--- config.mk ---
export PLATFORM = sky130hd
export DESIGN_NAME = vgaf_ctrl
export DESIGN_NICKNAME = d
export VERILOG_FILES = /design/src/rtl/voxel_grid_average_filter_assert.svh /design/src/rtl/vgaf_pkg.sv /design/src/rtl/vgaf_ctrl.sv
export SDC_FILE = /design/constraint.sdc
export NUM_CORES = 1
export LEC_CHECK = 0
export BUFFER_PORTS_ARGS = -buffer_cell sky130_fd_sc_hd__buf_2
export CAP_MARGIN = 15
export CELL_PAD_IN_SITES_DETAIL_PLACEMENT = 1
export CELL_PAD_IN_SITES_GLOBAL_PLACEMENT = 2
export CORE_AREA = 2 2 74 55
export CTS_BUF_LIST = sky130_fd_sc_hd__clkbuf_4 sky130_fd_sc_hd__clkbuf_8
export DETAILED_ROUTE_END_ITERATION = 10
export DIE_AREA = 0 0 76 57
export PLACE_DENSITY = 0.94
export SYNTH_ARGS = -nofsm -noshare
export SYNTH_HDL_FRONTEND = slang
export SYNTH_SLANG_ARGS = --single-unit
--- constraint.sdc ---
create_clock -name clk -period 5.4 [get_ports clk]
set_input_delay 0.81 -clock clk [delete_from_list [all_inputs] [get_ports clk]]
set_output_delay 0.81 -clock clk [all_outputs]
set_load 0.01 [all_outputs]
--- src/rtl/voxel_grid_average_filter_assert.svh ---
// Assertion macros for the voxel grid average filter.
`ifndef VOXEL_GRID_AVERAGE_FILTER_ASSERT_SVH
`define VOXEL_GRID_AVERAGE_FILTER_ASSERT_SVH
`ifndef SYNTHESIS
`define VGAF_ASSERT_IMPL(label, ante, cons) \
	label: assert property (@(posedge clk) disable iff (!arst_n) (ante) |-> (cons)) \
	else $error("assertion failed");
`define VGAF_ASSERT_NEXT(label, ante, cons) \
	label: assert property (@(posedge clk) disable iff (!arst_n) (ante) |=> (cons)) \
	else $error("assertion failed");
`else
`define VGAF_ASSERT_IMPL(label, ante, cons)
`define VGAF_ASSERT_NEXT(label, ante, cons)
`endif
`endif

--- src/rtl/vgaf_pkg.sv ---
// Shared types and constants of the voxel grid average filter.
package vgaf_pkg;
	localparam int CoordBits = 32;
	localparam int LeafBits  = 31;
	localparam int ColorBits = 24;
	localparam int ChanBits  = 8;
	localparam int OutCountBits = 16;
	localparam int IdxBits   = 12;
	localparam int GridSide  = 16;

	localparam logic [1:0] ST_NEW   = 2'd0;
	localparam logic [1:0] ST_MERGE = 2'd1;
	localparam logic [1:0] ST_OUT   = 2'd2;
	localparam logic [1:0] ST_READ  = 2'd3;

	localparam logic OP_ADD  = 1'b0;
	localparam logic OP_READ = 1'b1;

	localparam logic [1:0] REG_LEAF_X = 2'd0;
	localparam logic [1:0] REG_LEAF_Y = 2'd1;
	localparam logic [1:0] REG_LEAF_Z = 2'd2;

	// datapath operand selects for the shared divider
	typedef enum logic [2:0] {
		DSEL_X   = 3'd0,
		DSEL_Y   = 3'd1,
		DSEL_Z   = 3'd2,
		DSEL_MX  = 3'd3,
		DSEL_MY  = 3'd4,
		DSEL_MZ  = 3'd5,
		DSEL_CR  = 3'd6,
		DSEL_CG  = 3'd7
	} dsel_t;

	// commands from controller to datapath
	typedef struct packed {
		logic  load_req;   // capture input request
		logic  div_start;  // start divider
		dsel_t div_sel;    // divider operands
		logic  div_blue;   // blue channel (overrides sel)
		logic  clr_step;   // clear one memory entry after reset
		logic  ram_wr;     // write RAM entry with occupied bit set
		logic  cap_rd;     // capture RAM read data
		logic  calc_idx;   // compute cell index and range check, or update a running mean
		logic  set_out;    // load output register
	} cmd_t;

	typedef struct packed {
		logic div_done;
		logic op_read;
		logic outside;
		logic hit;        // voxel already occupied
		logic has_color;
		logic clr_last;   // last entry of the clearing pass
	} sts_t;
endpackage

--- src/rtl/vgaf_ctrl.sv ---
// Controller state machine of the voxel grid average filter.
module vgaf_ctrl (
	input  logic          clk,
	input  logic          arst_n,
	input  logic          in_valid,
	output logic          in_stall,
	input  logic          out_busy,
	input  vgaf_pkg::sts_t sts,
	output vgaf_pkg::cmd_t cmd
);
	import vgaf_pkg::*;

	typedef enum logic [12:0] {
		S_CLR   = 13'b0000000000001,
		S_IDLE  = 13'b0000000000010,
		S_DIVS  = 13'b0000000000100,
		S_DIVW  = 13'b0000000001000,
		S_INDEX = 13'b0000000010000,
		S_RD    = 13'b0000000100000,
		S_RDW   = 13'b0000001000000,
		S_CAP   = 13'b0000010000000,
		S_MDIVS = 13'b0000100000000,
		S_MDIVW = 13'b0001000000000,
		S_WR    = 13'b0010000000000,
		S_OUT   = 13'b0100000000000,
		S_RES   = 13'b1000000000000
	} state_t;

	state_t state_q, state_d;
	logic [2:0] step_q, step_d;

	assign in_stall = (state_q != S_IDLE);

	// sequence one request
	always_comb begin
		state_d = state_q;
		step_d  = step_q;
		cmd     = '0;
		cmd.div_sel = dsel_t'(step_q);
		cmd.div_blue = 1'b0;
		case (state_q)
			S_CLR: begin
				cmd.clr_step = 1'b1;
				if (sts.clr_last)
					state_d = S_IDLE;
			end
			S_IDLE: begin
				if (in_valid) begin
					cmd.load_req = 1'b1;
					state_d = S_DIVS;
					step_d  = 3'd0;
				end
			end
			S_DIVS: begin
				if (sts.op_read) begin
					state_d = S_RD;
				end else begin
					cmd.div_start = 1'b1;
					state_d = S_DIVW;
				end
			end
			S_DIVW: begin
				if (sts.div_done) begin
					cmd.calc_idx = 1'b1;
					if (step_q == 3'd2) begin
						state_d = S_INDEX;
					end else begin
						step_d  = step_q + 3'd1;
						state_d = S_DIVS;
					end
				end
			end
			S_INDEX: begin
				state_d = sts.outside ? S_OUT : S_RD;
			end
			S_RD: begin
				state_d = S_RDW;
			end
			S_RDW: begin
				state_d = S_CAP;
			end
			S_CAP: begin
				cmd.cap_rd = 1'b1;
				if (sts.op_read || !sts.hit) begin
					state_d = sts.op_read ? S_OUT : S_WR;
				end else begin
					step_d  = 3'd3;
					state_d = S_MDIVS;
				end
			end
			S_MDIVS: begin
				cmd.div_start = 1'b1;
				cmd.div_blue  = (step_q == 3'd0);
				cmd.div_sel   = (step_q == 3'd0) ? DSEL_CG : dsel_t'(step_q);
				state_d = S_MDIVW;
			end
			S_MDIVW: begin
				cmd.div_blue = (step_q == 3'd0);
				cmd.div_sel  = (step_q == 3'd0) ? DSEL_CG : dsel_t'(step_q);
				if (sts.div_done) begin
					cmd.calc_idx = 1'b1;
					if (step_q == 3'd0 || (step_q == 3'd5 && !sts.has_color)) begin
						state_d = S_WR;
					end else begin
						step_d  = (step_q == 3'd7) ? 3'd0 : step_q + 3'd1;
						state_d = S_MDIVS;
					end
				end
			end
			S_WR: begin
				cmd.ram_wr = 1'b1;
				state_d = S_OUT;
			end
			S_OUT: begin
				if (!out_busy) begin
					cmd.set_out = 1'b1;
					state_d = S_IDLE;
				end
			end
			default: begin
				state_d = S_IDLE;
			end
		endcase
	end

	always_ff @(posedge clk or negedge arst_n) begin
		if (!arst_n) begin
			state_q <= S_CLR;
			step_q  <= '0;
		end else begin
			state_q <= state_d;
			step_q  <= step_d;
		end
	end
endmodule

==> flow_summary.toml <==
[outcome]
status = "finished, final reports clean"

[drt]
dr.pass1.iters = 4
first_iter_violations = 65
wl_met3_um = 140
vias = 1214
via_per_inst = 5.62
ant_nets = 0
wire_per_inst_um = 17.8
maxUsedRoutingLayer = "met4"
wl_met2_um = 1770
wl_met1_um = 1880
routed_wl_um = 3840
drcViolationCount = 0

[synthesis]
synth_edf_count = 0
yosysUniqueCellTypes = 55
yosys.cell_count.top_type = "dfrtp_1"
syn_area_mm2 = 0.00132
syn_avg_cell_area_um2 = 8.81
synthCells = 150
synth_top_cell_by_area = "dfrtp_1"
ys_ff_latch = 15
synth_commonest_cells = "dfrtp_1, nor2_1, nor3_1, nor4_1"
yosysWarnings = 0
synth.top_cells.by_area = "dfrtp_1, ha_1, nor4_1, nor2_1, buf_6"
ys.flop_type = "dfrtp_1"
seq_area_frac_synth = 0.285
synth_top_area_frac = 0.265
synth-async-reset-ratio = 1.00
synth_nets = 165

[global_routing]
grt_use_total = 0.184
antenna_found_initial = 0
grt_max_degree = 16
overflow = 0
grt_pass1_vias = 1257
grt_pass1_wl_um = 6380

[timing]
period_minus_slack_ns = 3.11
fmax_mhz = 322
relSlewSlack = 0.511
fin_skew_ns = 0.00388
tightest_slew_ns = 0.715
hold_ws_ns = 0.465
setup_viol = 0
post-route-period-util = 0.575
rsz0062_at_grt = "false"
finalSetupTns_ns = 0
hold_viol = 0
slew_viol_final = 0

[finish]
syn2layout_area_growth_pct = 10.1
drive_gt1_frac = 0.280
antenna_cells = 0
fin_cells = 216
final_nets = 180
fin_area_mm2 = 0.00146

[cts]
cts_root_buf = "clkbuf_8"
cts_tree = "yes"
h-tree-depth = 1
cts.clk_slew.worst_paths_ns = 0.07
cts.path.max_buffers = 2
post_cts_buffers = 0
clk_latency_ns = 0.25
numCtsBuffers = 3
cts_resized = 0
cts.sinks = 15
holdBufCountCts = 0

[floorplanning]
initial_utilization = 0.359
ios = 22
rows = 19
coreArea_mm2 = 0.00368
die_h_um = 57
die_x_um = 76
die_area_mm2 = 0.00433

[placement]
port_buffers = 21
place_congestion = 0.864
post-place-cells = 212
dp_hpwl_um = 3000
placed_cell_area_mm2 = 0.00141

[worst_setup_path]
start_kind = "register"
required_ns = 4.59
end_kind = "output pin"
path_class = "register to output pin"
worstPathArrival_ns = 2.30
cp_max_fo = 10

[worst_hold_path]
hold_class = "input port to asynchronous set/reset pin"

[pwr]
ir_worst_vdd_mv = 0.150
finalPower_uw = 479
power.density_mw_per_mm2 = 329
p_leak_nw = 0.721

[flow_run]
max-cap-violations = 0
[worst max-delay path, stage by stage (launching register included)]
cell and delay [ns]:
dfrtp_1 0.48, or4_4 0.65, nor4_1 0.39, nand3_1 0.15, nor2_1 0.16, a21o_1 0.10
buf_2 0.12
[layer usage]
metal | GRT usage | vias up
met5 | 0 | -
met4 | 0.0390 | 0
met3 | 0.0411 | 10
met2 | 0.301 | 26
met1 | 0.255 | 596
li1 | - | 582
[cells in the final DEF (no fill, tap or decap), types with 4 or more instances in the layout]
master,Yosys,routed
buf_2,3,21
o21ai_0,6,6
dfrtp_1,14,14
nor2b_1,7,7
inv_1,7,7
ha_1,5,5
nor4_1,8,8
a21oi_1,5,5
nand3_1,5,5
and3_1,4,4
nand2_1,4,4
nor2_1,13,13
nor3_1,8,8
[metrics by stage]
step / utilization / setup slack [ns]
global placement: 0.382 / 2.71
detailed placement: 0.382 / 2.58
floorplan: - / 2.84
global route: 0.395 / 2.10
finish: 0.395 / 2.29
CTS: 0.395 / 2.30
[worst paths after layout]
check                                         end  slack [ns]  depth (start not counted)                     from
min reg2reg                 step_q[1]$_DFFE_PN0P_        0.58                          1    step_q[1]$_DFFE_PN0P_
min in group clk            step_q[1]$_DFFE_PN0P_        0.58                          1    step_q[1]$_DFFE_PN0P_
max reg2reg                 step_q[1]$_DFFE_PN0P_        2.81                          5  state_q[10]$_DFFE_PN0P_
max                                        cmd[9]        2.29                          6   state_q[4]$_DFFE_PN0P_
max in group asynchronous  state_q[0]$_DFFE_PN1P_        4.62                          1                   arst_n
min                         step_q[0]$_DFFE_PN0P_        0.47                          1                   arst_n
[cell type report]
type,instances,area (µm²)
multi-input cells,116,831
fillers,460,2230
clock inverters,1,5.00
clock buffers,3,41.3
repair buffers,21,105
inverters,8,31.3
flip-flops and latches,15,377
well taps,52,65.1
[power breakdown]
group / total (mW) / switching (mW) / internal [mW]
Combinational: 0.241 / 0.145 / 0.0965
Clock: 0.0955 / 0.0443 / 0.0512
Sequential: 0.143 / 0.0202 / 0.123
Total: 0.479 / 0.209 / 0.270
[cells by family after synthesis]
group,share of synthesized area
AND/OR/NAND/NOR,0.389
AO/OA/AOI/OAI,0.140
buffers and inverters,0.0862
flip-flops,0.285
adder cells (fa/ha/maj),0.0473
multiplexers,0.0322
XOR/XNOR,0.0199
[state kept, by name, summed over array words and instances (netlist names)]
| register | cells |
|---|---|
| step_q | 3 |
| state_q | 12 |
No activity file was read; power rests on OpenSTA's default activity.
